==> config.mk <==
export PLATFORM = sky130hd
export DESIGN_NAME = sphere_view_cone_visibility
export DESIGN_NICKNAME = d
export VERILOG_FILES = /design/src/hdl/svcv_pkg.sv /design/src/hdl/sphere_view_cone_visibility.sv /design/src/hdl/svcv_cordic.sv
export SDC_FILE = /design/constraint.sdc
export NUM_CORES = 2
export LEC_CHECK = 0
export BUFFER_PORTS_ARGS = -buffer_cell sky130_fd_sc_hd__buf_2
export CAP_MARGIN = 30
export CELL_PAD_IN_SITES_DETAIL_PLACEMENT = 0
export CELL_PAD_IN_SITES_GLOBAL_PLACEMENT = 1
export CORE_ASPECT_RATIO = 0.75
export CORE_UTILIZATION = 40
export DETAILED_ROUTE_END_ITERATION = 6
export PLACE_DENSITY_LB_ADDON = 0.3
export SKIP_CTS_REPAIR_TIMING = 1
export SYNTH_ARGS = -nofsm -noshare
export SYNTH_HDL_FRONTEND = slang
export SYNTH_SLANG_ARGS = --single-unit
==> constraint.sdc <==
create_clock -name clk -period 10.8 [get_ports clk]
set_input_delay 1.08 -clock clk [delete_from_list [all_inputs] [get_ports clk]]
set_output_delay 1.08 -clock clk [all_outputs]
set_load 0.02 [all_outputs]
==> src/hdl/svcv_pkg.sv <==
// Shared types, widths and constants for the sphere view-cone visibility block.
package svcv_pkg;

    localparam int COORD_W  = 24;
    localparam int DIFF_W   = COORD_W + 1;
    localparam int AIM_W    = 16;
    localparam int RAD_W    = 23;
    localparam int FLAG_W   = 3;
    localparam int MUL_W    = 27;
    localparam int PROD_W   = 2 * MUL_W;
    localparam int ACC_W    = 52;
    localparam int SQ_W     = 51;
    localparam int DIST_W   = 26;
    localparam int DOT_W    = 45;
    localparam int CW       = 35;
    localparam int CMP_W    = 64;
    localparam int CORDIC_STEPS = 16;
    localparam int STEP_W   = $clog2(CORDIC_STEPS);
    localparam int ATAN_ENTRIES = 24;
    localparam int ATAN_IDX_W = $clog2(ATAN_ENTRIES);
    localparam int IN_DATA_W  = 152;
    localparam int OUT_DATA_W = 8;

    localparam logic signed [CW-1:0] CONE_WIDEN_Q30  = CW'(843314880);
    localparam logic signed [CW-1:0] HALF_PI_Q30     = CW'(1686629713);
    localparam logic signed [CW-1:0] INV_GAIN_Q30    = CW'(652032874);
    localparam logic signed [DIFF_W-1:0] INSIDE_LIM  = DIFF_W'(8388607);

    localparam logic [31:0] ATAN_TABLE [ATAN_ENTRIES] = '{
        32'h3243F6A8, 32'h1DAC6705, 32'h0FADBAFC, 32'h07F56EA6, 32'h03FEAB76, 32'h01FFD55B,
        32'h00FFFAAA, 32'h007FFF55, 32'h003FFFEA, 32'h001FFFFD, 32'h000FFFFF, 32'h0007FFFF,
        32'h0003FFFF, 32'h0001FFFF, 32'h0000FFFF, 32'h00007FFF, 32'h00003FFF, 32'h00001FFF,
        32'h00000FFF, 32'h000007FF, 32'h000003FF, 32'h000001FF, 32'h000000FF, 32'h0000007F
    };

    typedef enum logic [1:0] {
        OP_BEGIN   = 2'd0,
        OP_CLUSTER = 2'd1,
        OP_VIEWER  = 2'd2,
        OP_NONE    = 2'd3
    } opcode_t;

    typedef struct packed {
        logic start;
    } svcv_cmd_t;

    typedef struct packed {
        logic busy;
        logic done;
    } svcv_stat_t;

endpackage

==> src/hdl/sphere_view_cone_visibility.sv <==
// Top level: item decode, shared multiplier, square root and verdict logic.
// Begin, cluster, skipped-viewer and no-op items finish in their accept cycle; a result follows.
// A tested viewer holds the input through 8 multiply steps, one inside check, 26 one-bit
// square-root steps, the CORDIC passes, 4 compare steps and a retire step that may wait
// on the output; a head inside the sphere skips to it. One item is in work at a time.
// Reset (rst_n low, asynchronous) clears the sphere state, the flags and the result.
module sphere_view_cone_visibility (
    input  logic                              clk,
    input  logic                              rst_n,
    input  logic                              s_axis_tvalid,
    output logic                              s_axis_tready,
    // pos_x, pos_y, pos_z, aim_x, aim_y, aim_z, sphere_radius, sphere_flags,
    // pvs_bit, has_unit, zero pad
    input  logic [svcv_pkg::IN_DATA_W-1:0]    s_axis_tdata,
    // opcode
    input  logic [1:0]                        s_axis_tuser,
    input  logic                              s_axis_tlast,
    output logic                              m_axis_tvalid,
    input  logic                              m_axis_tready,
    // visible, zero pad
    output logic [svcv_pkg::OUT_DATA_W-1:0]   m_axis_tdata
);
    import svcv_pkg::*;

    typedef enum logic [2:0] {
        S_IDLE,
        S_MUL,
        S_INS,
        S_SQRT,
        S_CORD,
        S_CMP,
        S_DONE
    } state_t;

    state_t                    state_reg;
    logic [2:0]                k_reg;
    logic [COORD_W-1:0]        cx_reg, cy_reg, cz_reg;
    logic [RAD_W-1:0]          radius_reg;
    logic                      eligible_reg, pvs_hit_reg, viewer_hit_reg;
    logic signed [DIFF_W-1:0]  dx_reg, dy_reg, dz_reg;
    logic signed [AIM_W-1:0]   ax_reg, ay_reg, az_reg;
    logic                      inside_reg;
    logic                      last_reg;
    logic signed [PROD_W-1:0]  prod_reg;
    logic [ACC_W-1:0]          d2_reg;
    logic [ACC_W-1:0]          rr_reg;
    logic signed [DOT_W-1:0]   dot_reg;
    logic [SQ_W-1:0]           n_reg, res_reg, bit_reg;
    logic [DIST_W-1:0]         dist_reg;
    logic                      start_reg;
    logic signed [PROD_W-1:0]  lo_reg, hi_reg;
    logic                      hit_reg;
    logic                      out_valid_reg, visible_reg;

    logic                      accept;
    opcode_t                   op;
    logic signed [COORD_W-1:0] hx, hy, hz;
    logic signed [DIFF_W-1:0]  ndx, ndy, ndz;
    logic signed [MUL_W-1:0]   mul_a, mul_b;
    logic signed [PROD_W-1:0]  mul_p;
    logic [SQ_W-1:0]           trial;
    logic [SQ_W-1:0]           res_nx;
    logic signed [CMP_W-1:0]   lhs, rhs;
    logic                      out_free;
    logic                      pvs_nx, view_nx, elig_nx;
    logic                      test_start;
    logic                      emit;
    svcv_cmd_t                 cmd;
    svcv_stat_t                stat;
    logic signed [CW-1:0]      cosv;

    assign out_free      = !out_valid_reg || m_axis_tready;
    assign s_axis_tready = (state_reg == S_IDLE) && out_free;
    assign accept        = s_axis_tvalid && s_axis_tready;
    assign op            = opcode_t'(s_axis_tuser);
    assign test_start    = (op == OP_VIEWER) && s_axis_tdata[147] && !viewer_hit_reg;
    assign emit          = ((state_reg == S_IDLE) && accept && !test_start && s_axis_tlast) ||
                           ((state_reg == S_DONE) && out_free && last_reg);

    assign hx  = s_axis_tdata[23:0];
    assign hy  = s_axis_tdata[47:24];
    assign hz  = s_axis_tdata[71:48];
    assign ndx = DIFF_W'(signed'(cx_reg)) - DIFF_W'(hx);
    assign ndy = DIFF_W'(signed'(cy_reg)) - DIFF_W'(hy);
    assign ndz = DIFF_W'(signed'(cz_reg)) - DIFF_W'(hz);

    // Shared multiplier: squares, dot terms and r*r, then the two halves of c*D.
    always_comb
    begin
        mul_a = '0;
        mul_b = '0;
        if (state_reg == S_MUL)
        begin
            unique case (k_reg)
                3'd0: begin mul_a = MUL_W'(dx_reg); mul_b = MUL_W'(dx_reg); end
                3'd1: begin mul_a = MUL_W'(dy_reg); mul_b = MUL_W'(dy_reg); end
                3'd2: begin mul_a = MUL_W'(dz_reg); mul_b = MUL_W'(dz_reg); end
                3'd3: begin mul_a = MUL_W'(ax_reg); mul_b = MUL_W'(dx_reg); end
                3'd4: begin mul_a = MUL_W'(ay_reg); mul_b = MUL_W'(dy_reg); end
                3'd5: begin mul_a = MUL_W'(az_reg); mul_b = MUL_W'(dz_reg); end
                3'd6:
                begin
                    mul_a = MUL_W'({1'b0, radius_reg});
                    mul_b = MUL_W'({1'b0, radius_reg});
                end
                default: ;
            endcase
        end
        else if (state_reg == S_CMP)
        begin
            mul_b = MUL_W'({1'b0, dist_reg});
            if (k_reg == 3'd0)
                mul_a = MUL_W'({1'b0, cosv[16:0]});
            else
                mul_a = MUL_W'(signed'(cosv[CW-1:17]));
        end
    end

    assign mul_p  = mul_a * mul_b;
    assign trial  = res_reg + bit_reg;
    assign res_nx = (n_reg >= trial) ? ((res_reg >> 1) + bit_reg) : (res_reg >> 1);
    assign lhs    = CMP_W'(dot_reg) <<< 16;
    assign rhs    = (CMP_W'(hi_reg) <<< 17) + CMP_W'(lo_reg);

    // Flag updates for the items that finish in the accept cycle.
    always_comb
    begin
        elig_nx = eligible_reg;
        pvs_nx  = pvs_hit_reg;
        view_nx = viewer_hit_reg;
        unique case (op)
            OP_BEGIN:
            begin
                elig_nx = s_axis_tdata[143] && s_axis_tdata[144] && !s_axis_tdata[145];
                pvs_nx  = 1'b0;
                view_nx = 1'b0;
            end
            OP_CLUSTER: pvs_nx = pvs_hit_reg || s_axis_tdata[146];
            OP_VIEWER, OP_NONE: ;
            default: ;
        endcase
    end

    assign cmd.start = start_reg;

    svcv_cordic u_cordic (
        .clk    (clk),
        .rst_n  (rst_n),
        .cmd    (cmd),
        .span   (dist_reg),
        .radius (radius_reg),
        .stat   (stat),
        .cosv   (cosv)
    );

    always_ff @(posedge clk or negedge rst_n)
    begin
        if (!rst_n)
        begin
            state_reg      <= S_IDLE;
            k_reg          <= '0;
            cx_reg         <= '0;
            cy_reg         <= '0;
            cz_reg         <= '0;
            radius_reg     <= '0;
            eligible_reg   <= 1'b0;
            pvs_hit_reg    <= 1'b0;
            viewer_hit_reg <= 1'b0;
            start_reg      <= 1'b0;
            out_valid_reg  <= 1'b0;
            visible_reg    <= 1'b0;
            last_reg       <= 1'b0;
        end
        else
        begin
            start_reg <= 1'b0;
            prod_reg  <= mul_p;
            unique case (state_reg)
                S_IDLE:
                begin
                    if (accept)
                    begin
                        last_reg <= s_axis_tlast;
                        if (op == OP_BEGIN)
                        begin
                            cx_reg     <= s_axis_tdata[23:0];
                            cy_reg     <= s_axis_tdata[47:24];
                            cz_reg     <= s_axis_tdata[71:48];
                            radius_reg <= s_axis_tdata[142:120];
                        end
                        eligible_reg <= elig_nx;
                        pvs_hit_reg  <= pvs_nx;
                        if (test_start)
                        begin
                            dx_reg     <= ndx;
                            dy_reg     <= ndy;
                            dz_reg     <= ndz;
                            ax_reg     <= s_axis_tdata[87:72];
                            ay_reg     <= s_axis_tdata[103:88];
                            az_reg     <= s_axis_tdata[119:104];
                            inside_reg <= (ndx <= INSIDE_LIM) && (ndx >= -INSIDE_LIM) &&
                                          (ndy <= INSIDE_LIM) && (ndy >= -INSIDE_LIM) &&
                                          (ndz <= INSIDE_LIM) && (ndz >= -INSIDE_LIM);
                            d2_reg     <= '0;
                            dot_reg    <= '0;
                            k_reg      <= '0;
                            state_reg  <= S_MUL;
                        end
                        else
                        begin
                            viewer_hit_reg <= view_nx;
                            if (s_axis_tlast)
                                visible_reg <= elig_nx && pvs_nx && view_nx;
                        end
                    end
                end
                S_MUL:
                begin
                    // The product of step k-1 is folded in while step k multiplies.
                    unique case (k_reg)
                        3'd1, 3'd2, 3'd3: d2_reg <= d2_reg + ACC_W'(prod_reg);
                        3'd4, 3'd5, 3'd6: dot_reg <= dot_reg + DOT_W'(prod_reg);
                        3'd7: rr_reg <= ACC_W'(prod_reg);
                        default: ;
                    endcase
                    k_reg <= k_reg + 1'b1;
                    if (k_reg == 3'd7)
                        state_reg <= S_INS;
                end
                S_INS:
                begin
                    n_reg   <= SQ_W'(d2_reg);
                    res_reg <= '0;
                    bit_reg <= SQ_W'(1) << (SQ_W - 1);
                    if (inside_reg && (d2_reg < rr_reg))
                    begin
                        hit_reg   <= 1'b1;
                        state_reg <= S_DONE;
                    end
                    else
                        state_reg <= S_SQRT;
                end
                S_SQRT:
                begin
                    if (n_reg >= trial)
                        n_reg <= n_reg - trial;
                    res_reg <= res_nx;
                    bit_reg <= bit_reg >> 2;
                    if (bit_reg[0])
                    begin
                        dist_reg  <= DIST_W'(res_nx);
                        start_reg <= 1'b1;
                        state_reg <= S_CORD;
                    end
                end
                S_CORD:
                begin
                    k_reg <= '0;
                    if (stat.done)
                        state_reg <= S_CMP;
                end
                S_CMP:
                begin
                    k_reg <= k_reg + 1'b1;
                    if (k_reg == 3'd1)
                        lo_reg <= prod_reg;
                    if (k_reg == 3'd2)
                        hi_reg <= prod_reg;
                    if (k_reg == 3'd3)
                    begin
                        hit_reg   <= (lhs > rhs);
                        state_reg <= S_DONE;
                    end
                end
                S_DONE:
                begin
                    if (out_free)
                    begin
                        viewer_hit_reg <= hit_reg;
                        if (last_reg)
                            visible_reg <= eligible_reg && pvs_hit_reg && hit_reg;
                        state_reg <= S_IDLE;
                    end
                end
                default:
                    state_reg <= S_IDLE;
            endcase
            if (emit)
                out_valid_reg <= 1'b1;
            else if (m_axis_tready)
                out_valid_reg <= 1'b0;
        end
    end

    assign m_axis_tvalid = out_valid_reg;
    assign m_axis_tdata  = {{(OUT_DATA_W - 1){1'b0}}, visible_reg};

`ifndef ASSERT_OFF
    a_ready_idle: assert property (@(posedge clk) disable iff (!rst_n)
        s_axis_tready |-> (state_reg == S_IDLE) && !stat.busy)
        else $error("input ready while a viewer test is in work");
    a_done_wait: assert property (@(posedge clk) disable iff (!rst_n)
        stat.done |-> (state_reg == S_CORD))
        else $error("cone cosine finished outside the wait state");
    a_hit_src: assert property (@(posedge clk) disable iff (!rst_n)
        $rose(viewer_hit_reg) |-> ($past(state_reg) == S_DONE))
        else $error("viewer hit set without a finished viewer test");
`endif

endmodule

==> src/hdl/svcv_cordic.sv <==
// Two CORDIC passes: atan2(r, D) by vectoring, then the widened cone cosine by rotation.
module svcv_cordic (
    input  logic                                 clk,
    input  logic                                 rst_n,
    input  svcv_pkg::svcv_cmd_t                  cmd,
    input  logic [svcv_pkg::DIST_W-1:0]          span,
    input  logic [svcv_pkg::RAD_W-1:0]           radius,
    output svcv_pkg::svcv_stat_t                 stat,
    output logic signed [svcv_pkg::CW-1:0]       cosv
);
    import svcv_pkg::*;

    typedef enum logic [2:0] {
        C_IDLE,
        C_VEC,
        C_PHI,
        C_ROT,
        C_FIN
    } cstate_t;

    cstate_t                  state_reg;
    logic signed [CW-1:0]     x_reg;
    logic signed [CW-1:0]     y_reg;
    logic signed [CW-1:0]     z_reg;
    logic [STEP_W-1:0]        i_reg;
    logic                     done_reg;
    logic signed [CW-1:0]     cosv_reg;
    logic signed [CW-1:0]     at;
    logic                     last_step;

    assign at        = CW'(ATAN_TABLE[ATAN_IDX_W'(i_reg)]);
    assign last_step = (i_reg == STEP_W'(CORDIC_STEPS - 1));

    always_ff @(posedge clk or negedge rst_n)
    begin
        if (!rst_n)
        begin
            state_reg <= C_IDLE;
            done_reg  <= 1'b0;
            i_reg     <= '0;
        end
        else
        begin
            done_reg <= 1'b0;
            unique case (state_reg)
                C_IDLE:
                begin
                    if (cmd.start)
                    begin
                        x_reg     <= CW'(span);
                        y_reg     <= CW'(radius);
                        z_reg     <= '0;
                        i_reg     <= '0;
                        state_reg <= C_VEC;
                    end
                end
                C_VEC:
                begin
                    if (y_reg >= 0)
                    begin
                        x_reg <= x_reg + (y_reg >>> i_reg);
                        y_reg <= y_reg - (x_reg >>> i_reg);
                        z_reg <= z_reg + at;
                    end
                    else
                    begin
                        x_reg <= x_reg - (y_reg >>> i_reg);
                        y_reg <= y_reg + (x_reg >>> i_reg);
                        z_reg <= z_reg - at;
                    end
                    i_reg <= i_reg + 1'b1;
                    if (last_step)
                        state_reg <= C_PHI;
                end
                C_PHI:
                begin
                    z_reg     <= z_reg + CONE_WIDEN_Q30 - HALF_PI_Q30;
                    x_reg     <= INV_GAIN_Q30;
                    y_reg     <= '0;
                    i_reg     <= '0;
                    state_reg <= C_ROT;
                end
                C_ROT:
                begin
                    if (z_reg >= 0)
                    begin
                        x_reg <= x_reg - (y_reg >>> i_reg);
                        y_reg <= y_reg + (x_reg >>> i_reg);
                        z_reg <= z_reg - at;
                    end
                    else
                    begin
                        x_reg <= x_reg + (y_reg >>> i_reg);
                        y_reg <= y_reg - (x_reg >>> i_reg);
                        z_reg <= z_reg + at;
                    end
                    i_reg <= i_reg + 1'b1;
                    if (last_step)
                        state_reg <= C_FIN;
                end
                C_FIN:
                begin
                    cosv_reg  <= -y_reg;
                    done_reg  <= 1'b1;
                    state_reg <= C_IDLE;
                end
                default:
                    state_reg <= C_IDLE;
            endcase
        end
    end

    assign stat.busy = (state_reg != C_IDLE);
    assign stat.done = done_reg;
    assign cosv      = cosv_reg;

endmodule
==> key figures <==
Run status
  • Outcome: finished, violations left
  • Failing checks: DRC

STA
  • Setup Viol. Count Final: 0
  • Worst slew pin tran: around 1.1 ns
  • Final Worst Setup Slack: around 0.24 ns
  • Setup skew after layout: approximately 0.07 ns
  • RSZ-0062 raised after global routing: false
  • Worst slew margin: 0.286
  • Tmin final: ~11 ns
  • Final Cycle Share: 0.978
  • Final max-slew violation count: 0
  • FMAX: 94.7 MHz
  • Final Hold Vio Count: 0

Setup path
  • Worst EP required: between 10 and 15 ns
  • CP Max Fanout: 11
  • CP most frequent cell: fa_1
  • Reg-to-reg critical path startpoint: k_reg[0]
  • Worst setup path category: register to register
  • Startpoint types: register
  • R2R Setup Slk: roughly 0.24 ns
  • Worst setup EP type: register
  • Reg-to-reg endpoint: prod_reg[53]
  • Max stage delay on crit path: 0.92 ns
  • R2r worst-path depth: 34
  • Crit path DAT: around 11 ns
  • Worst path slowest cell: a222oi_1

Global routing
  • Vias in the first global route: a little over 70000
  • All-Layer GR Usage: 0.278
  • Initial antenna violation count: 18
  • Pin count of the biggest net entering global routing: 98
  • First-pass GRT wire length: 472 mm
  • Total gr overflow: 0

Min path
  • Worst hold path class: input port to async pin

Detailed routing
  • Routed Antenna Nets: 0
  • Routed length per instance: ~24 um
  • DRC viols: 8
  • First-pass detailed-route iteration total: 7
  • Routed via count: about 75000
  • Via/cell ratio: between 5 and 6
  • Iter 0 DRT Violations: slightly below 8000
  • Drt total wl: 320 mm

Logic synthesis
  • Synth warn: 0
  • Sequential area share after synthesis: 0.272
  • Register bit count reported by yosys: about 840
  • Synth Cell Area: ~90000 um^2
  • Cell count after synthesis: just under 10000
  • Async S/R FF share, synth: 0.138
  • Synth cell types: 88
  • Post-synth top flop: edfxtp_1
  • Mean Syn Cell Area: slightly above 9 um^2
  • Post-synth EDFFs: between 700 and 800

Floorplanning
  • Core Box Area: between 200000 and 250000 um^2
  • Row cnt: 150
  • Die span in y: 414 um
  • Die W: 551 um
  • Initial Util: 0.404
  • Die Area: 228000 um^2
  • # IOs: 169

Power and ir drop
  • Pwr Density: 354 nW/um^2
  • Overall Power: 35200 uW
  • Maximum vdd ir drop: roughly 0.00029 V
  • P_leak: 0.0446 uW

Clock network
  • Clock Tree Buf Depth: 3
  • CTS clk-pin slew, worst paths: about 0.060 ns
  • Skew-Pair Late Insertion Delay: 0.79 ns
  • Root Buffer: clkbuf_16
  • H-Tree Depth: 3
  • CTS tree: built
  • CTS buffer count: 100
  • Clk sinks: 839

Layout
  • Layout cells sized above 1: 0.0828
  • Most frequent cells in the layout: inv_1, nand2_1, ha_1, fa_1, edfxtp_1
  • Most common cell after layout, fill and taps aside: inv_1
  • Area Growth Syn to Fin: 10.1%
  • Fin nets: about 12000

Place
  • Pre-CTS setup slack: -0.0285 ns
  • Hpwl dp: around 260 mm
  • GP Congestion: ~1
  • Port Buffers: approximately 160

Run
  • # Max-Cap Violations: 0
-- power breakdown --
part | switching [uW] | internal, uW
registers | 1360 | 5210
logic | 15600 | 9350
clock network | 1600 | 2090
-- final cells by class --
class                      count  area [um^2]
antenna                        7         17.5
clock buffer                 115         2580
clock inverter                73          942
fill                       21800       124000
inverter                    1258         4720
multi-input combinational   7407        59700
sequential                   839        24600
tap                         2964         3710
timing repair buffer         443         3160
-- stage by stage --
| stage | setup TNS, ns | utilization | instance area, um^2 | instances | hold slack [ns] |
|---|---|---|---|---|---|
| after global placement | 0 | 0.428 | 95700 | 12900 | 0.462 |
| final | 0 | 0.445 | 99500 | 13100 | 0.246 |
| after CTS | -0.00937 | 0.444 | 99300 | 13100 | 0.225 |
| after floorplan | 0 | - | 90400 | 9912 | 0.400 |
| after detailed placement | -0.0285 | 0.428 | 95800 | 12900 | 0.474 |
| after global routing | 0 | 0.445 | 99500 | 13100 | 0.251 |
-- synthesized netlist by cell type, types with 17 or more instances --
| cell | count | share of area |
|---|---|---|
| inv_1 | 1257 | 0.052 |
| nand2_1 | 1137 | 0.047 |
| ha_1 | 788 | 0.11 |
| fa_1 | 736 | 0.16 |
| nor2_1 | 725 | 0.030 |
| edfxtp_1 | 723 | 0.24 |
| a21oi_1 | 619 | 0.034 |
| o21ai_0 | 497 | 0.028 |
| clkbuf_1 | 353 | 0.015 |
| xnor2_1 | 314 | 0.030 |
| a21o_1 | 305 | 0.025 |
| xor2_1 | 180 | 0.017 |
| nor3_1 | 132 | 0.0073 |
| nand3_1 | 120 | 0.0066 |
| and2_1 | 118 | 0.0082 |
| dfrtp_1 | 116 | 0.032 |
| nor2b_1 | 113 | 0.0078 |
| o21bai_1 | 113 | 0.0094 |
| a31oi_1 | 104 | 0.0072 |
| mux2i_1 | 97 | 0.011 |
| o21a_1 | 93 | 0.0077 |
| and3_1 | 85 | 0.0059 |
| nand2b_1 | 84 | 0.0058 |
| a211oi_1 | 78 | 0.0065 |
| nand4_1 | 77 | 0.0053 |
| o31ai_1 | 60 | 0.0050 |
| mux2_2 | 56 | 0.0070 |
| or3_1 | 51 | 0.0035 |
| nor4_1 | 50 | 0.0035 |
| a22oi_1 | 49 | 0.0041 |
| o22ai_1 | 48 | 0.0033 |
| buf_1 | 42 | 0.0017 |
| o211ai_1 | 42 | 0.0035 |
| a31o_2 | 41 | 0.0040 |
| a221oi_1 | 39 | 0.0038 |
| mux4_2 | 30 | 0.0075 |
| or4_1 | 29 | 0.0024 |
| a211o_1 | 27 | 0.0026 |
| o21ai_1 | 27 | 0.0015 |
| or2_2 | 23 | 0.0016 |
| a222oi_1 | 22 | 0.0024 |
| a21boi_0 | 19 | 0.0016 |
| a22o_1 | 19 | 0.0018 |
| nand3b_1 | 17 | 0.0014 |
| o311ai_0 | 17 | 0.0016 |
-- how the worst max path moves through the flow --
stage               cells past startpoint           end  slack (ns)      from
floorplan                              35  prod_reg[53]        1.13  k_reg[2]
global placement                       34  prod_reg[53]        0.17  k_reg[0]
detailed placement                     32  prod_reg[53]       -0.03  k_reg[0]
CTS                                    32  prod_reg[53]      -0.009  k_reg[0]
global route                           34  prod_reg[53]       0.004  k_reg[0]
finish                                 34  prod_reg[53]        0.24  k_reg[0]
-- worst max-delay path, delay by kind of cell, from the launching register on --
kind | cells | cell delay (ns)
AND/OR/NAND/NOR | 1 | 0.10
adder cells (fa/ha/maj) | 9 | 3.95
XOR/XNOR | 1 | 0.10
multiplexers | 1 | 0.44
buffers and inverters | 9 | 1.20
flip-flops | 1 | 0.46
AO/OA/AOI/OAI | 13 | 3.93
-- metal layers --
layer	track usage	part of all wire
met5	0	0.00013
met4	0.0937	0.037
met2	0.385	0.40
met3	0.0572	0.087
met1	0.424	0.48
-- cell families (layout without fill, tap and decap cells) --
logic type               count (synthesis)  in the layout  share of synthesized area
AO/OA/AOI/OAI                         2397           2397                      0.172
adder cells (fa/ha/maj)               1524           1524                      0.272
flip-flops                             839            839                      0.272
multiplexers                           183            183                     0.0252
other                                    1             14                  0.0000415
XOR/XNOR                               494            494                     0.0479
buffers and inverters                 1666           1889                     0.0696
AND/OR/NAND/NOR                       2802           2802                      0.141
Note: power is estimated with default switching activity, not from simulation.
